### src/rtl/rc5_pkg.sv
// Shared types, constants and helper functions for the RC5-16 decrypt block.
package rc5_pkg;

  localparam int ROUNDS      = 12;
  localparam int KEY_BYTES   = 16;
  localparam int TABLE_WORDS = 2 * (ROUNDS + 1);
  localparam int TABLE_ROWS  = ROUNDS + 1;
  localparam int KEY_WORDS   = (KEY_BYTES + 1) / 2;
  localparam int PASSES      = 3 * ((TABLE_WORDS > KEY_WORDS) ? TABLE_WORDS : KEY_WORDS);

  localparam int SK_IDX_W = $clog2(TABLE_WORDS);
  localparam int ROW_W    = $clog2(TABLE_ROWS);
  localparam int KW_IDX_W = $clog2(KEY_WORDS);
  localparam int PASS_W   = $clog2(PASSES);

  localparam logic [15:0] MAGIC_P = 16'hB7E1;
  localparam logic [15:0] MAGIC_Q = 16'h9E37;

  // configuration register indexes
  localparam int CFG_IDX_W = 1;
  localparam logic [CFG_IDX_W-1:0] CFG_KEY_LOW  = 1'b0;
  localparam logic [CFG_IDX_W-1:0] CFG_KEY_HIGH = 1'b1;

  typedef struct packed {
    logic        action;
    logic [15:0] cipher_first;
    logic [15:0] cipher_second;
  } rc5_in_t;

  typedef struct packed {
    logic [15:0] plain_first;
    logic [15:0] plain_second;
    logic        was_decrypt;
  } rc5_out_t;

  // controller to datapath commands
  typedef struct packed {
    logic                load;     // load key words, preset table, clear a/b
    logic                mix;      // one key schedule step
    logic                dec_cap;  // capture ciphertext pair
    logic                dec;      // one inverse round
    logic                fin_dec;  // final subtraction, write result
    logic                fin_exp;  // write expand-done result
    logic [SK_IDX_W-1:0] sk_idx;
    logic [KW_IDX_W-1:0] kw_idx;
    logic [ROW_W-1:0]    round;
  } rc5_cmd_t;

  // preset value of table word k: P + k*Q mod 2^16
  function automatic logic [15:0] preset_word(input int k);
    logic [31:0] v;
    v = 32'(MAGIC_P) + 32'(MAGIC_Q) * 32'(k);
    return v[15:0];
  endfunction

  function automatic logic [15:0] rotl16(input logic [15:0] x, input logic [3:0] s);
    logic [31:0] t;
    t = {x, x} << s;
    return t[31:16];
  endfunction

  function automatic logic [15:0] rotr16(input logic [15:0] x, input logic [3:0] s);
    logic [31:0] t;
    t = {x, x} >> s;
    return t[15:0];
  endfunction

endpackage

### src/rtl/rc5_16bit_block_decrypt.sv
// Decrypt: one inverse round per cycle over 12 rounds, then a final subtraction in ST_FIN,
// which registers the strobe (done_o); busy stays high until the strobe, so items do not overlap.
// Expand: 78 key schedule steps at one step per cycle; the last step registers the strobe.
// busy is low again in the strobe cycle, so the next item may start there.
// Reset (rst_ni low, asynchronous) clears key registers, the subkey table and the sequencer.
// The result strobe lasts one cycle and the receiver cannot stall it.
module rc5_16bit_block_decrypt (
  input  logic                          clk_i,
  input  logic                          rst_ni,
  // command channel
  input  logic                          start,
  output logic                          busy,
  input  rc5_pkg::rc5_in_t              in_i,
  // result channel
  output logic                          done_o,
  output rc5_pkg::rc5_out_t             res_o,
  // configuration write channel
  input  logic                          cfg_valid_i,
  output logic                          cfg_ready_o,
  input  logic [rc5_pkg::CFG_IDX_W-1:0] cfg_index_i,
  input  logic [63:0]                   cfg_data_i
);

  rc5_pkg::rc5_cmd_t cmd;

  // config writes are taken any time; they only touch the key registers
  assign cfg_ready_o = 1'b1;

  rc5_ctrl u_ctrl (
    .clk_i    (clk_i),
    .rst_ni   (rst_ni),
    .start_i  (start),
    .action_i (in_i.action),
    .busy_o   (busy),
    .done_o   (done_o),
    .cmd_o    (cmd)
  );

  rc5_dpath u_dpath (
    .clk_i       (clk_i),
    .rst_ni      (rst_ni),
    .cfg_we_i    (cfg_valid_i),
    .cfg_index_i (cfg_index_i),
    .cfg_data_i  (cfg_data_i),
    .in_i        (in_i),
    .cmd_i       (cmd),
    .res_o       (res_o)
  );

endmodule

### src/rtl/rc5_ctrl.sv
// Sequencer for key expansion and block decryption.
module rc5_ctrl (
  input  logic              clk_i,
  input  logic              rst_ni,
  input  logic              start_i,
  input  logic              action_i,
  output logic              busy_o,
  output logic              done_o,
  output rc5_pkg::rc5_cmd_t cmd_o
);

  typedef enum logic [1:0] {
    ST_IDLE,
    ST_MIX,
    ST_DEC,
    ST_FIN
  } state_e;

  state_e                       state_q;
  logic [rc5_pkg::SK_IDX_W-1:0] sk_q;
  logic [rc5_pkg::KW_IDX_W-1:0] kw_q;
  logic [rc5_pkg::PASS_W-1:0]   pass_q;
  logic [rc5_pkg::ROW_W-1:0]    rnd_q;
  logic                         done_q;
  logic                         accept;
  logic                         last_pass;

  assign busy_o    = (state_q != ST_IDLE);
  assign accept    = start_i && !busy_o;
  assign last_pass = (pass_q == rc5_pkg::PASS_W'(rc5_pkg::PASSES - 1));
  assign done_o    = done_q;

  always_comb begin
    cmd_o         = '0;
    cmd_o.sk_idx  = sk_q;
    cmd_o.kw_idx  = kw_q;
    cmd_o.round   = rnd_q;
    cmd_o.load    = accept && !action_i;
    cmd_o.dec_cap = accept && action_i;
    cmd_o.mix     = (state_q == ST_MIX);
    cmd_o.fin_exp = (state_q == ST_MIX) && last_pass;
    cmd_o.dec     = (state_q == ST_DEC);
    cmd_o.fin_dec = (state_q == ST_FIN);
  end

  always_ff @(posedge clk_i or negedge rst_ni) begin
    if (!rst_ni) begin
      state_q <= ST_IDLE;
      sk_q    <= '0;
      kw_q    <= '0;
      pass_q  <= '0;
      rnd_q   <= '0;
      done_q  <= 1'b0;
    end else begin
      done_q <= 1'b0;
      case (state_q)
        ST_IDLE: begin
          if (accept) begin
            sk_q   <= '0;
            kw_q   <= '0;
            pass_q <= '0;
            rnd_q  <= rc5_pkg::ROW_W'(rc5_pkg::ROUNDS);
            state_q <= action_i ? ST_DEC : ST_MIX;
          end
        end
        ST_MIX: begin
          sk_q   <= (sk_q == rc5_pkg::SK_IDX_W'(rc5_pkg::TABLE_WORDS - 1)) ? '0 : sk_q + 1'b1;
          kw_q   <= (kw_q == rc5_pkg::KW_IDX_W'(rc5_pkg::KEY_WORDS - 1)) ? '0 : kw_q + 1'b1;
          pass_q <= pass_q + 1'b1;
          if (last_pass) begin
            done_q  <= 1'b1;
            state_q <= ST_IDLE;
          end
        end
        ST_DEC: begin
          rnd_q <= rnd_q - 1'b1;
          if (rnd_q == rc5_pkg::ROW_W'(1)) begin
            state_q <= ST_FIN;
          end
        end
        ST_FIN: begin
          done_q  <= 1'b1;
          state_q <= ST_IDLE;
        end
        default: state_q <= ST_IDLE;
      endcase
    end
  end

endmodule

### src/rtl/rc5_dpath.sv
// Key registers, subkey table, key word scratch and the round/mix datapath.
module rc5_dpath (
  input  logic                            clk_i,
  input  logic                            rst_ni,
  input  logic                            cfg_we_i,
  input  logic [rc5_pkg::CFG_IDX_W-1:0]   cfg_index_i,
  input  logic [63:0]                     cfg_data_i,
  input  rc5_pkg::rc5_in_t                in_i,
  input  rc5_pkg::rc5_cmd_t               cmd_i,
  output rc5_pkg::rc5_out_t               res_o
);

  logic [63:0] key_lo_q;
  logic [63:0] key_hi_q;
  // row k holds {S[2k+1], S[2k]}
  logic [31:0] tbl_q [rc5_pkg::TABLE_ROWS];
  logic [15:0] kw_q  [rc5_pkg::KEY_WORDS];
  logic [15:0] a_q, b_q;
  rc5_pkg::rc5_out_t res_q;

  logic [127:0]              key_all;
  logic [rc5_pkg::ROW_W-1:0] rd_row;
  logic [31:0]               row;
  logic [15:0]               sk_word;
  logic [15:0]               mix_a, mix_b, mix_ab;
  logic [15:0]               dec_a, dec_b;

  assign key_all = {key_hi_q, key_lo_q};

  always_comb begin
    rd_row = cmd_i.round;
    if (cmd_i.mix) begin
      rd_row = cmd_i.sk_idx[rc5_pkg::SK_IDX_W-1:1];
    end else if (cmd_i.fin_dec) begin
      rd_row = '0;
    end
  end

  assign row     = tbl_q[rd_row];
  assign sk_word = cmd_i.sk_idx[0] ? row[31:16] : row[15:0];

  // key schedule step
  assign mix_a  = rc5_pkg::rotl16(sk_word + a_q + b_q, 4'd3);
  assign mix_ab = mix_a + b_q;
  assign mix_b  = rc5_pkg::rotl16(kw_q[cmd_i.kw_idx] + mix_ab, mix_ab[3:0]);

  // inverse round
  assign dec_b = rc5_pkg::rotr16(b_q - row[31:16], a_q[3:0]) ^ a_q;
  assign dec_a = rc5_pkg::rotr16(a_q - row[15:0], dec_b[3:0]) ^ dec_b;

  always_ff @(posedge clk_i or negedge rst_ni) begin
    if (!rst_ni) begin
      key_lo_q <= '0;
      key_hi_q <= '0;
    end else if (cfg_we_i) begin
      case (cfg_index_i)
        rc5_pkg::CFG_KEY_LOW:  key_lo_q <= cfg_data_i;
        rc5_pkg::CFG_KEY_HIGH: key_hi_q <= cfg_data_i;
        default: ;
      endcase
    end
  end

  always_ff @(posedge clk_i or negedge rst_ni) begin
    if (!rst_ni) begin
      for (int k = 0; k < rc5_pkg::TABLE_ROWS; k++) begin
        tbl_q[k] <= '0;
      end
    end else if (cmd_i.load) begin
      for (int k = 0; k < rc5_pkg::TABLE_ROWS; k++) begin
        tbl_q[k] <= {rc5_pkg::preset_word(2 * k + 1), rc5_pkg::preset_word(2 * k)};
      end
    end else if (cmd_i.mix) begin
      if (cmd_i.sk_idx[0]) begin
        tbl_q[rd_row][31:16] <= mix_a;
      end else begin
        tbl_q[rd_row][15:0] <= mix_a;
      end
    end
  end

  // scratch is always loaded before it is read
  always_ff @(posedge clk_i) begin
    if (cmd_i.load) begin
      for (int n = 0; n < rc5_pkg::KEY_WORDS; n++) begin
        kw_q[n] <= key_all[16*n +: 16];
      end
    end else if (cmd_i.mix) begin
      kw_q[cmd_i.kw_idx] <= mix_b;
    end
  end

  always_ff @(posedge clk_i) begin
    if (cmd_i.load) begin
      a_q <= '0;
      b_q <= '0;
    end else if (cmd_i.dec_cap) begin
      a_q <= in_i.cipher_first;
      b_q <= in_i.cipher_second;
    end else if (cmd_i.mix) begin
      a_q <= mix_a;
      b_q <= mix_b;
    end else if (cmd_i.dec) begin
      a_q <= dec_a;
      b_q <= dec_b;
    end
  end

  always_ff @(posedge clk_i) begin
    if (cmd_i.fin_exp) begin
      res_q <= '0;
    end else if (cmd_i.fin_dec) begin
      res_q.plain_first  <= a_q - row[15:0];
      res_q.plain_second <= b_q - row[31:16];
      res_q.was_decrypt  <= 1'b1;
    end
  end

  assign res_o = res_q;

endmodule
### config.mk
export PLATFORM = sky130hd
export DESIGN_NAME = rc5_16bit_block_decrypt
export DESIGN_NICKNAME = d
export VERILOG_FILES = /design/src/rtl/rc5_pkg.sv /design/src/rtl/rc5_16bit_block_decrypt.sv /design/src/rtl/rc5_ctrl.sv /design/src/rtl/rc5_dpath.sv
export SDC_FILE = /design/constraint.sdc
export NUM_CORES = 2
export LEC_CHECK = 0
export ABC_AREA = 1
export ABC_CLOCK_PERIOD_IN_PS = 11900
export BUFFER_PORTS_ARGS = -buffer_cell sky130_fd_sc_hd__buf_4
export CAP_MARGIN = 20
export CORE_MARGIN = 1
export CORE_UTILIZATION = 63
export DETAILED_ROUTE_END_ITERATION = 6
export HOLD_SLACK_MARGIN = 0.06
export PLACE_DENSITY = 0.9
export SYNTH_ARGS = -nofsm -noshare
export SYNTH_HDL_FRONTEND = slang
export SYNTH_SLANG_ARGS = --single-unit
### constraint.sdc
create_clock -name clk_i -period 11.9 [get_ports clk_i]
set_input_delay 2.38 -clock clk_i [delete_from_list [all_inputs] [get_ports clk_i]]
set_output_delay 2.38 -clock clk_i [all_outputs]
set_load 0.03 [all_outputs]
==> impl_metrics.yaml <==
routing:
  vias_per_cell: 6.788
  routed_wirelength_um: 153300
  wire_per_inst_um: 25.95
  number_of_iterations_in_the_first_detailed_routing_pass: 7
  initial_drt_markers: 7336
  drc_errors: 10
  antenna_left: 0
  detailed_route_via_count: 40100
clock_network:
  clkSlewWorstSetupHoldPaths_ns: 0.06
  clock_path_buffers: 3
  cts_tree: "yes"
  cts_root_buffer: "clkbuf_16"
  cts-buffers-inserted: 79
  cts_hold_buf: 0
  clk_latency_ns: 0.67
  cts_sinks: 759
  clock_tree.htree_level_count: 3
die:
  die_height_um: 253.7
  die_x_um: 253.7
  pin_count: 138
  rows: 91
  floorplan.core_area_um2: 62170
  starting_utilization_of_the_core_area_pct: 64.21
  floorplan.die_area_um2: 64370
critical_path:
  required_ns: 12.42
  crit_path_end_kind: "flop"
  crit-reg2reg-launch: "u_ctrl.state_q[0]"
  cp.arrival_ns: 11.68
  start_kind: "flop"
  worst-path-max-fanout: 43
  slowest_delay_ns: 0.56
  worst_path_most_repeated_cell: "nand2_1"
  cp_slowest_cell: "fa_1"
  worst-setup-path-type: "flop to flop"
  worst_setup_path_start: "u_ctrl.state_q[0]"
yosys:
  yosys-top-cells-area: "dfrtp_1 35%, nand2_1 9.8%, edfxtp_1 9.6%"
  synth_fa_ha_area_share_pct: 3.667
  synth_edf_count: 128
  share_of_synthesized_area_occupied_by_flip_flops_and_latches_pct: 48.37
  postSynthRegisterBits: 759
  total_nets_after_synthesis: 5159
  synth_most_common_cell: "nand2_1"
  post_synth_inst_count: 4952
  netlist_top_cells_count: "1045 x nand2_1, 623 x o21ai_0, 566 x dfrtp_1"
  synthesis.area_per_instance_um2: 8.061
  synth_largest_area_cell: "dfrtp_1"
  synth-main-ff-cell: "dfrtp_1"
  yosys-mux-area-fraction_pct: 0.2257
  post-synth-top-area-fraction_pct: 35.48
  netlist-cell-type-count: 56
  number_of_synthesis_warnings: 0
  syn_area_um2: 39920
  synthXorXnorAreaFrac_pct: 1.404
  synth_compound_gate_area_share_pct: 19.26
  ys_async_sr_fraction_pct: 74.57
  post_synth_and_or_nand_nor_area_fraction_pct: 19.76
  synth_top_family_by_area: "simple AND/OR/NAND/NOR gates"
timing:
  period_needed_ns: 11.16
  achievable-frequency_mhz: 89.62
  max_slew_margin_pct: 17.52
  fin_setup_tns_ns: 0
  setup_ws_ns: 0.7412
  final_hold_viol_count: 0
  fin_worst_skew_ns: 0.03271
  timing.final.max_slew_violations: 0
  tightestPinTransition_ns: 1.236
  grt_setup_unrepaired: "false"
  final-setup-viol-count: 0
  post-route-period-util_pct: 93.77
global_route:
  grt_max_degree: 180
  grt.total_usage_pct: 47.30
  grt_pass1_vias: 37060
  first_pass_grt_wire_length_um: 225600
  overall_overflow_remaining_after_global_route: 0
  grt_antenna_before_repair: 11
worst_hold_path:
  hold_path.class: "flop to flop"
  timing.hold.worst.start: "u_dpath.tbl_q[325]"
layout:
  post_route_cells_drive_above_1_share_pct: 8.467
  multiInputGateArea_um2: 17780
  final.fill_count: 4683
  register_area_um2: 19310
  syn2layout_area_growth_pct: 11.51
  layout_utilization_pct: 71.60
  number_of_nets_at_the_end_of_the_flow: 5211
placed_design:
  dp.final_hpwl_um: 105600
  dp_slack_ns: 0.5828
  gp_congestion: 1.101
  portBuffers: 136
status:
  status: "finished, violations left"
  violations: "DRC"
job:
  timing.max_cap.violations: 0
## metrics by stage
step	cells	hold slack, ns	instance area, um2
after global placement	5750	0.4571	41620
after CTS	5895	0.4726	44340
after floorplan	4952	0.4422	39920
after global routing	5906	0.4964	44510
after detailed placement	5751	0.4587	41630
final	5907	0.4745	44510
## cell usage in the layout, fill, tap and decap left out, drive strengths merged, types with 8 or more instances in the layout
| cell type | n |
|---|---|
| a21oi | 269 |
| a22o | 10 |
| a22oi | 38 |
| a31oi | 107 |
| a32o | 11 |
| buf | 217 |
| clkbuf | 111 |
| clkinv | 52 |
| dfrtp | 566 |
| dfxtp | 65 |
| edfxtp | 128 |
| fa | 20 |
| ha | 85 |
| inv | 482 |
| mux2i | 9 |
| nand2 | 1058 |
| nand3 | 309 |
| nand3b | 8 |
| nand4 | 25 |
| nor2 | 469 |
| nor3 | 10 |
| o2111ai | 14 |
| o21ai | 635 |
| o21bai | 10 |
| o221ai | 36 |
| o22ai | 200 |
| or2 | 19 |
| xnor2 | 17 |
| xor2 | 47 |
## critical path: cells and delay by family (launching register included)
family / cells / cell delay [ns]
buffers and inverters: 6 / 1.59
xor gates and xnor gates: 3 / 0.53
DFF: 1 / 0.54
adders and majority gates: 5 / 1.95
and+or+nand+nor: 22 / 3.04
AOI/OAI and AO/OA: 17 / 3.31
## flip-flops by register name (all words and copies together) (netlist names)
signal,cells
u_ctrl.pass_q,7
u_ctrl.rnd_q,4
u_dpath.kw_q,128
u_ctrl.sk_q,5
u_ctrl.state_q,2
u_dpath.key_lo_q,64
u_dpath.key_hi_q,64
u_ctrl.kw_q,3
u_dpath.res_o,33
u_dpath.tbl_q,416
u_dpath.b_q,16
u_dpath.a_q,16
u_ctrl.done_o,1
## what timing repair did
item                                   4_1_cts  5_1_grt
endpoints found under the hold margin        0        0
buffers inserted                             0        3
resized for setup                            0        7
setup endpoints to repair                    0      144
## worst paths after layout
| path | cells past startpoint | slack, ns | to |
|---|---|---|---|
| min reg2reg | 2 | 0.47 | u_dpath.tbl_q[325] |
| min in group asynchronous | 1 | 1.81 | u_dpath.tbl_q[280] |
| max | 53 | 0.74 | u_dpath.b_q[8] |
| max reg2reg | 53 | 0.74 | u_dpath.b_q[8] |
| min | 2 | 0.47 | u_dpath.tbl_q[325] |
| max in group asynchronous | 4 | 8.06 | u_dpath.tbl_q[19] |
## per-layer routing
layer	vias up	global-route usage, %	part of all wire [%]
met4	14	30.72	8.6
met2	3663	68.28	41
li1	16900	-	-
met1	18580	59.19	34
met3	942	18.38	16
met5	-	0	0.061
## kinds of logic after synthesis
family	count (synthesis)
adder cells (fa/ha/maj)	105
flip-flops	759
multiplexers	9
buffers and inverters	754
other	1
AO/OA/AOI/OAI	1354
XOR/XNOR	64
AND/OR/NAND/NOR	1906
## cell type report
| cell class | count | share of cell area [%] |
|---|---|---|
| sequential | 759 | 43.38 |
| multi-input combinational | 3439 | 39.95 |
| clock buffer | 111 | 5.026 |
| inverter | 508 | 4.295 |
| timing repair buffer | 217 | 3.902 |
| tap | 837 | 2.353 |
| clock inverter | 33 | 1.077 |
| antenna | 3 | 0.01687 |
Power is not shown: default switching activity piles up to over one toggle a cycle in this logic, so the estimate is an artifact.
